<file path="src/sv/bid_pkg.sv">
// ----------------------------------------------------------------------------
// bid_pkg
// Shared types and codes for the bounded indexed deque.
// ----------------------------------------------------------------------------
package bid_pkg;

    localparam int CAPACITY_DEF   = 16;
    localparam int DATA_WIDTH_DEF = 32;
    localparam int ACTION_W       = 3;
    localparam int STATUS_W       = 2;

    localparam logic [ACTION_W-1:0] ACT_PUSH_FRONT  = 3'd0;
    localparam logic [ACTION_W-1:0] ACT_POP_FRONT   = 3'd1;
    localparam logic [ACTION_W-1:0] ACT_APPEND_BACK = 3'd2;
    localparam logic [ACTION_W-1:0] ACT_REMOVE_BACK = 3'd3;
    localparam logic [ACTION_W-1:0] ACT_INSERT_AT   = 3'd4;
    localparam logic [ACTION_W-1:0] ACT_EXTRACT_AT  = 3'd5;

    localparam logic [STATUS_W-1:0] ST_OK     = 2'd0;
    localparam logic [STATUS_W-1:0] ST_EMPTY  = 2'd1;
    localparam logic [STATUS_W-1:0] ST_FULL   = 2'd2;
    localparam logic [STATUS_W-1:0] ST_BADPOS = 2'd3;

    typedef enum logic {
        S_IDLE,
        S_EXEC
    } t_state;

    typedef enum logic [1:0] {
        OP_NONE,
        OP_INS,
        OP_DEL
    } t_op;

    typedef enum logic [1:0] {
        SEL_FRONT,
        SEL_BACK,
        SEL_POS
    } t_sel;

    typedef struct packed {
        logic                load;
        logic                exec;
        t_op                 op;
        t_sel                sel;
        logic [STATUS_W-1:0] status;
    } t_cmd;

    typedef struct packed {
        logic [ACTION_W-1:0] action;
        logic                empty;
        logic                full;
        logic                ins_pos_bad;
        logic                ext_pos_bad;
    } t_flags;

endpackage

</file>
<file path="src/sv/bounded_indexed_deque.sv">
// ----------------------------------------------------------------------------
// bounded_indexed_deque
// Bounded ordered store of data words with front, back and indexed
// insertion and removal.
// ----------------------------------------------------------------------------
// A request is transferred on a rising edge where start is high and busy is
// low; i_action selects push front, pop front, append back, remove back,
// insert at i_position or extract at i_position, and i_value_in carries the
// word to add.
// Every request produces exactly one result, shown for a single cycle with
// o_done high: o_status (ok, empty, full or bad position), o_value_out (the
// word removed, zero otherwise) and o_length (words stored afterwards).
// The request is held in the request registers; in the execute state it is
// decoded against the count, and the row of shifting cells and the result
// registers are updated together.
// busy is high for one cycle after each transfer, so a new request cannot be
// transferred until the single update of the cell row, which moves all cells
// at once, is done.
// The receiver cannot stall; a result not taken in its cycle is gone.
// A synchronous reset empties the store; stored words themselves are not
// cleared and are never visible past the current length.
// ----------------------------------------------------------------------------
module bounded_indexed_deque
    import bid_pkg::*;
#(
    parameter int CAPACITY   = CAPACITY_DEF,
    parameter int DATA_WIDTH = DATA_WIDTH_DEF,
    localparam int LEN_W     = $clog2(CAPACITY + 1)
) (
    input  logic                  i_clk,
    input  logic                  i_rst_n,
    input  logic                  start,
    output logic                  busy,
    input  logic [ACTION_W-1:0]   i_action,
    input  logic [LEN_W-1:0]      i_position,
    input  logic [DATA_WIDTH-1:0] i_value_in,
    output logic                  o_done,
    output logic [STATUS_W-1:0]   o_status,
    output logic [DATA_WIDTH-1:0] o_value_out,
    output logic [LEN_W-1:0]      o_length
);

    t_cmd   cmd;
    t_flags flags;

    bid_ctrl u_ctrl (
        .i_clk   (i_clk),
        .i_rst_n (i_rst_n),
        .start   (start),
        .busy    (busy),
        .i_flags (flags),
        .o_cmd   (cmd)
    );

    bid_dpath #(
        .CAPACITY   (CAPACITY),
        .DATA_WIDTH (DATA_WIDTH)
    ) u_dpath (
        .i_clk       (i_clk),
        .i_rst_n     (i_rst_n),
        .i_cmd       (cmd),
        .o_flags     (flags),
        .i_action    (i_action),
        .i_position  (i_position),
        .i_value_in  (i_value_in),
        .o_done      (o_done),
        .o_status    (o_status),
        .o_value_out (o_value_out),
        .o_length    (o_length)
    );

endmodule

</file>
<file path="src/sv/bid_ctrl.sv">
// ----------------------------------------------------------------------------
// bid_ctrl
// Controller: accepts a request, decodes the action against the store
// status and commands one update of the cell array.
// ----------------------------------------------------------------------------
module bid_ctrl
    import bid_pkg::*;
(
    input  logic   i_clk,
    input  logic   i_rst_n,
    input  logic   start,
    output logic   busy,
    input  t_flags i_flags,
    output t_cmd   o_cmd
);

    t_state r_state;
    t_state n_state;

    always_ff @(posedge i_clk) begin
        if (!i_rst_n) begin
            r_state <= S_IDLE;
        end else begin
            r_state <= n_state;
        end
    end

    always_comb begin
        unique case (r_state)
            S_IDLE: begin
                n_state = start ? S_EXEC : S_IDLE;
            end
            S_EXEC: begin
                n_state = S_IDLE;
            end
            default: begin
                n_state = S_IDLE;
            end
        endcase
    end

    always_comb begin
        busy         = 1'b0;
        o_cmd.load   = 1'b0;
        o_cmd.exec   = 1'b0;
        o_cmd.op     = OP_NONE;
        o_cmd.sel    = SEL_FRONT;
        o_cmd.status = ST_OK;
        unique case (r_state)
            S_IDLE: begin
                o_cmd.load = start;
            end
            S_EXEC: begin
                busy       = 1'b1;
                o_cmd.exec = 1'b1;
                unique case (i_flags.action)
                    ACT_PUSH_FRONT, ACT_APPEND_BACK, ACT_INSERT_AT: begin
                        o_cmd.sel = (i_flags.action == ACT_PUSH_FRONT) ? SEL_FRONT :
                                    (i_flags.action == ACT_APPEND_BACK) ? SEL_BACK :
                                    SEL_POS;
                        if (i_flags.full) begin
                            o_cmd.status = ST_FULL;
                        end else if (i_flags.action == ACT_INSERT_AT
                                     && i_flags.ins_pos_bad) begin
                            o_cmd.status = ST_BADPOS;
                        end else begin
                            o_cmd.op = OP_INS;
                        end
                    end
                    ACT_POP_FRONT, ACT_REMOVE_BACK, ACT_EXTRACT_AT: begin
                        o_cmd.sel = (i_flags.action == ACT_POP_FRONT) ? SEL_FRONT :
                                    (i_flags.action == ACT_REMOVE_BACK) ? SEL_BACK :
                                    SEL_POS;
                        if (i_flags.empty) begin
                            o_cmd.status = ST_EMPTY;
                        end else if (i_flags.action == ACT_EXTRACT_AT
                                     && i_flags.ext_pos_bad) begin
                            o_cmd.status = ST_BADPOS;
                        end else begin
                            o_cmd.op = OP_DEL;
                        end
                    end
                    default: begin
                        o_cmd.op = OP_NONE;
                    end
                endcase
            end
            default: begin
                busy = 1'b0;
            end
        endcase
    end

endmodule

</file>
<file path="src/sv/bid_dpath.sv">
// ----------------------------------------------------------------------------
// bid_dpath
// Datapath: request registers, a row of shifting cells, the word count
// and the result registers.
// ----------------------------------------------------------------------------
module bid_dpath
    import bid_pkg::*;
#(
    parameter int CAPACITY   = CAPACITY_DEF,
    parameter int DATA_WIDTH = DATA_WIDTH_DEF,
    localparam int LEN_W     = $clog2(CAPACITY + 1),
    localparam int IW        = $clog2(CAPACITY)
) (
    input  logic                  i_clk,
    input  logic                  i_rst_n,
    input  t_cmd                  i_cmd,
    output t_flags                o_flags,
    input  logic [ACTION_W-1:0]   i_action,
    input  logic [LEN_W-1:0]      i_position,
    input  logic [DATA_WIDTH-1:0] i_value_in,
    output logic                  o_done,
    output logic [STATUS_W-1:0]   o_status,
    output logic [DATA_WIDTH-1:0] o_value_out,
    output logic [LEN_W-1:0]      o_length
);

    logic [ACTION_W-1:0]   r_action;
    logic [LEN_W-1:0]      r_pos;
    logic [DATA_WIDTH-1:0] r_word;
    logic [LEN_W-1:0]      r_count;
    logic [LEN_W-1:0]      n_count;
    logic [DATA_WIDTH-1:0] r_cells [CAPACITY];
    logic [DATA_WIDTH-1:0] n_cells [CAPACITY];
    logic [IW-1:0]         idx;
    logic [DATA_WIDTH-1:0] removed;
    logic                  r_done;
    logic [STATUS_W-1:0]   r_status;
    logic [DATA_WIDTH-1:0] r_value_out;
    logic [LEN_W-1:0]      r_length;

    always_comb begin
        o_flags.action      = r_action;
        o_flags.empty       = (r_count == '0);
        o_flags.full        = (r_count == LEN_W'(CAPACITY));
        o_flags.ins_pos_bad = (r_pos > r_count);
        o_flags.ext_pos_bad = (r_pos >= r_count);
    end

    always_comb begin
        unique case (i_cmd.sel)
            SEL_FRONT: idx = '0;
            SEL_BACK:  idx = (i_cmd.op == OP_INS) ? IW'(r_count) : IW'(r_count - 1'b1);
            SEL_POS:   idx = IW'(r_pos);
            default:   idx = '0;
        endcase
    end

    always_comb begin
        removed = '0;
        n_count = r_count;
        for (int k = 0; k < CAPACITY; k++) begin
            n_cells[k] = r_cells[k];
        end
        if (i_cmd.exec && i_cmd.op == OP_INS) begin
            n_count = r_count + 1'b1;
            for (int k = 0; k < CAPACITY; k++) begin
                if (IW'(k) == idx) begin
                    n_cells[k] = r_word;
                end else if (k > 0 && IW'(k) > idx) begin
                    n_cells[k] = r_cells[k - 1];
                end
            end
        end else if (i_cmd.exec && i_cmd.op == OP_DEL) begin
            n_count = r_count - 1'b1;
            removed = r_cells[idx];
            for (int k = 0; k < CAPACITY - 1; k++) begin
                if (IW'(k) >= idx) begin
                    n_cells[k] = r_cells[k + 1];
                end
            end
        end
    end

    always_ff @(posedge i_clk) begin
        if (i_cmd.load) begin
            r_action <= i_action;
            r_pos    <= i_position;
            r_word   <= i_value_in;
        end
        for (int k = 0; k < CAPACITY; k++) begin
            r_cells[k] <= n_cells[k];
        end
        if (i_cmd.exec) begin
            r_status    <= i_cmd.status;
            r_value_out <= removed;
            r_length    <= n_count;
        end
    end

    always_ff @(posedge i_clk) begin
        if (!i_rst_n) begin
            r_count <= '0;
            r_done  <= 1'b0;
        end else begin
            r_count <= n_count;
            r_done  <= i_cmd.exec;
        end
    end

    assign o_done      = r_done;
    assign o_status    = r_status;
    assign o_value_out = r_value_out;
    assign o_length    = r_length;

endmodule
</file>
<file path="config.mk">
export PLATFORM = sky130hd
export DESIGN_NAME = bounded_indexed_deque
export DESIGN_NICKNAME = d
export VERILOG_FILES = /design/src/sv/bid_pkg.sv /design/src/sv/bounded_indexed_deque.sv /design/src/sv/bid_ctrl.sv /design/src/sv/bid_dpath.sv
export SDC_FILE = /design/constraint.sdc
export NUM_CORES = 2
export LEC_CHECK = 0
export ABC_CLOCK_PERIOD_IN_PS = 6690
export BUFFER_PORTS_ARGS = -buffer_cell sky130_fd_sc_hd__buf_2
export CORE_ASPECT_RATIO = 0.7
export CORE_UTILIZATION = 57
export DETAILED_ROUTE_END_ITERATION = 10
export HOLD_SLACK_MARGIN = 0.15
export PLACE_DENSITY = 0.78
export SLEW_MARGIN = 20
export SYNTH_ARGS = -nofsm -noshare
export SYNTH_HDL_FRONTEND = slang
export SYNTH_HIERARCHICAL = 1
export SYNTH_SLANG_ARGS = --single-unit
</file>
<file path="constraint.sdc">
create_clock -name i_clk -period 6.69 [get_ports i_clk]
set_clock_uncertainty 0.2 [all_clocks]
set_input_delay 0.3345 -clock i_clk [delete_from_list [all_inputs] [get_ports i_clk]]
set_output_delay 0.3345 -clock i_clk [all_outputs]
set_load 0.03 [all_outputs]
</file>
==> summary.md <==
| Metric | Value |
|---|---|
| Reg2Reg Setup Slack | 0.84 ns |
| Buffer depth of the longest clock path | 3 |
| Area fraction of the dominant cell type after synthesis | approximately 54% |
| Pin slew with the least headroom to its limit | 1.16 ns |
| Number of nets in the layout | 3084 |
| 1st-pass router iterations | 6 |
| Average footprint of a synthesized cell | 10.8 µm² |
| Sinks on Clock Net | 598 |
| Final setup TNS | 0 ns |
| Setup Crit Path Kind | register to register |
| Core area | 57100 µm² |
| Latest clock arrival within the worst-skew pair | 0.63 ns |
| Setup repair bufs after CTS | 0 |
| Cell row count | 73 |
| Width of the chip | 290 µm |
| Number of failing setup endpoints in the final timing report | 0 |
| Die span in y | around 200 µm |
| Count of buffers inserted at the top-level ports | 83 |
| Weighted congestion at the end of routability-driven global placement | 0.903 |
| Sequential-to-total area share from yosys stat | a little over half |
| Via density per instance | 6.83 |
| Max-cap check violation count | 0 |
| Total Power | 7700 µW |
| Worst Path Required | between 6 and 7 ns |
| Prevailing post-synth register cell | sky130_fd_sc_hd__edfxtp_1 |
| Share of cells above drive strength 1 | between 10% and 20% |
| Area growth from synthesis to layout | 9.99% |
| End point of the worst hold path | u_dpath/r_word[27]$_DFFE_PP_ |
| Root buffer cell | sky130_fd_sc_hd__clkbuf_16 |
| Setup crit start kind | register |
| Post-synth EDFFs | 591 |
| Result of the run | complete, no violations |
| Total power divided by cell area | between 200 and 250 nW/µm² |
| Slew margin rel. | around 23% |
| Static Leak | 0.0149 µW |
| Total gr overflow | 0 |
| Netlist cell types | 56 |
| Total track usage | 34.3% |
| Remaining DRCs | 0 |
| Slowest cell delay on critical path | 0.66 ns |
| Number of storage elements in the synthesis netlist | 598 |
| Kind of capture point of the worst setup path | register |
| Met2 track utilization from global routing | 51.3% |
| HPWL reported at the end of detailed placement | 57200 µm |
| CP cell instances | inv_1, ha_1, nor2b_1, o21a_1, o21ai_0, nand2b_1, a21oi_1, nor2_1, o21a_1, nor2_1, nor2b_1, o211ai_1, buf_4, nand2_2, buf_4, a2bb2oi_1, o221ai_1, a31oi_1 |
| Drt wl/cell | 27.1 µm |
| Slowest stage cell on the critical path | sky130_fd_sc_hd__nand2_2 |
| First-pass GRT wire length | 154000 µm |
| Post-DRT Antenna Nets | 0 |
| Synth warn | 6 |
| Antenna violations before repair | 0 |
| Most area-hungry cell type in the Yosys netlist | sky130_fd_sc_hd__edfxtp_1 |
| Htree depth | 2 |
| Critical R2R Launch | u_dpath/r_count[1]$_SDFF_PN0_ |
| Starting Density | 58.1% |
| Synth Cell Area | roughly 33000 µm² |
| DRC marker count from the first detailed-route iteration | 4086 |
| I/O pins | 84 |
| Synthesized instance count | 3061 |
| Post-synth ARST share | 0% |
| Worst reg-to-reg path cell count | 18 |
| CTS clk-pin slew, worst paths | about 0.070 ns |
| M3 GR Usage | 9.25% |
| Largest net degree at the start of global routing | 253 |
| Final routed wirelength across all metal layers | 104000 µm |
| Number of cells traversed by the worst hold path | 2 |
| Number of buffers inserted during clock tree synthesis | between 50 and 60 |
| Met1 capacity usage during global routing | 47.1% |
| HP Start | i_value_in[27] |
| Data arrival, critical path | 6.01 ns |
| Via Count | 26.2k |
| Most Crowded Layer GR | met2 |
| Maximum fanout along the worst path | 23 |
| DIE AREA | 59100 µm² |
| Synth area leaders | sky130_fd_sc_hd__edfxtp_1, sky130_fd_sc_hd__mux2i_1, sky130_fd_sc_hd__nand2_1 |
| Count of pins over their slew limit | 0 |
| Most used cells in the layout excluding fill and tap cells | sky130_fd_sc_hd__nand2_1, sky130_fd_sc_hd__edfxtp_1, sky130_fd_sc_hd__mux2i_1 |
| RSZ-0062 raised after global routing | false |
| Max VDD drop | ~0.00016 V |
| Peak clock frequency supported by timing | 0.171 GHz |
| Hold crit path type | input port to register |
| Hold WS | 0.205 ns |
| Worst R2R End | u_dpath/o_value_out[2]$_SDFFCE_PP0P_ |
| Vias in the first global route | 25.1k |
| Family with the most delay on the worst path | compound AO/OA/AOI/OAI gates |
| Most common cell after layout, fill and taps aside | sky130_fd_sc_hd__nand2_1 |
| Post-Synthesis Net Count | slightly above 3k |
| Clock tree from TritonCTS | done |
| Final min period | 5.85 ns |
| Final worst-path cycle share | 87.4% |
| Sum of buffers and inverters on the critical path | 3 |
| Hold violation total from the final report | 0 |
| Post-cts gate resize count | 0 |
how the worst max path moves through the flow:
stage                                   from                                   end  slack (ns)  depth (start not counted)
2_1_floorplan  u_dpath/r_count[2]$_SDFF_PN0_       u_dpath/r_cells[8][0]$_DFFE_PP_        0.41                         19
3_3_place_gp   u_dpath/r_count[1]$_SDFF_PN0_      u_dpath/r_cells[5][25]$_DFFE_PP_        1.18                         16
3_5_place_dp   u_dpath/r_count[1]$_SDFF_PN0_      u_dpath/r_cells[5][25]$_DFFE_PP_        1.09                         16
4_1_cts        u_dpath/r_count[1]$_SDFF_PN0_      u_dpath/r_cells[5][14]$_DFFE_PP_        1.05                         16
5_1_grt        u_dpath/r_count[1]$_SDFF_PN0_      u_dpath/r_cells[5][25]$_DFFE_PP_        0.64                         16
6_report       u_dpath/r_count[1]$_SDFF_PN0_  u_dpath/o_value_out[2]$_SDFFCE_PP0P_        0.84                         18
sequential cells by signal (all words and copies together) (netlist names):
name and flops:
u_dpath/o_length 5, u_dpath/r_action 3, u_dpath/r_count 5, u_dpath/r_word 32
u_dpath/o_value_out 32, u_dpath/r_cells 512, u_dpath/o_done 1, u_ctrl/r_state 1
u_dpath/o_status 2, u_dpath/r_pos 5
synth_stat cells (all sizes together) (33+ instances only):
| cell | instances |
|---|---|
| nand2 | 622 |
| edfxtp | 591 |
| o21ai | 485 |
| mux2i | 478 |
| clkbuf | 223 |
| mux2 | 96 |
| a31oi | 66 |
| o22ai | 65 |
| buf | 62 |
| a21oi | 49 |
| nor2 | 48 |
| or3 | 33 |
layer usage:
layer,part of all wire [%],vias to the layer above
li1,-,11375
met5,0,-
met3,14,335
met1,39,12483
met4,4.3,0
met2,43,1964
where the power goes:
part	switching [µW]	leakage, µW	total, µW	internal [µW]
combinational	205	0.00861	318	113
sequential	78.9	0.00542	4200	4120
clock	1460	0.000852	3180	1720
repair_timing:
item / 4_1_cts / 5_1_grt
endpoints found under the hold margin: 47 / 0
hold buffers: 41 / 0
setup endpoints to repair: 0 / 0
stage by stage:
step / setup WS, ns / utilization (%) / instance area (µm²) / cells
finish: 0.842 / 63.9 / 36500 / 3827
CTS: 1.05 / 63.8 / 36400 / 3826
detailed placement: 1.09 / 60.0 / 34300 / 3681
floorplan: 0.412 / - / 33100 / 3061
global route: 0.640 / 63.9 / 36500 / 3826
global placement: 1.18 / 60.0 / 34300 / 3681
kinds of logic after synthesis:
family,synth area share (%)
AOI/OAI and AO/OA,14.5
and+or+nand+nor,9.55
DFF,54.0
muxes,17.7
buffers and inverters,3.79
adders and majority gates,0.378
xor gates and xnor gates,0.0793
final cells by class:
class                           instances  area (µm²)
Fill cell                            4290       20600
Clock inverter                         30         262
Sequential cell                       598       17900
Timing Repair Buffer                  196        1520
Multi-Input combinational cell       2166       14300
Tap cell                              750         938
Inverter                               12        47.5
Antenna cell                            1        2.50
Clock buffer                           74        1490
worst register-to-register path, delay by kind of cell, from the launching register on:
family | cells | cell delay [ns]
adder cells (fa/ha/maj) | 1 | 0.30
buffers and inverters | 3 | 0.91
AO/OA/AOI/OAI | 8 | 1.90
flip-flops | 1 | 0.46
AND/OR/NAND/NOR | 6 | 1.82
Note: power is estimated with default switching activity, not from simulation.
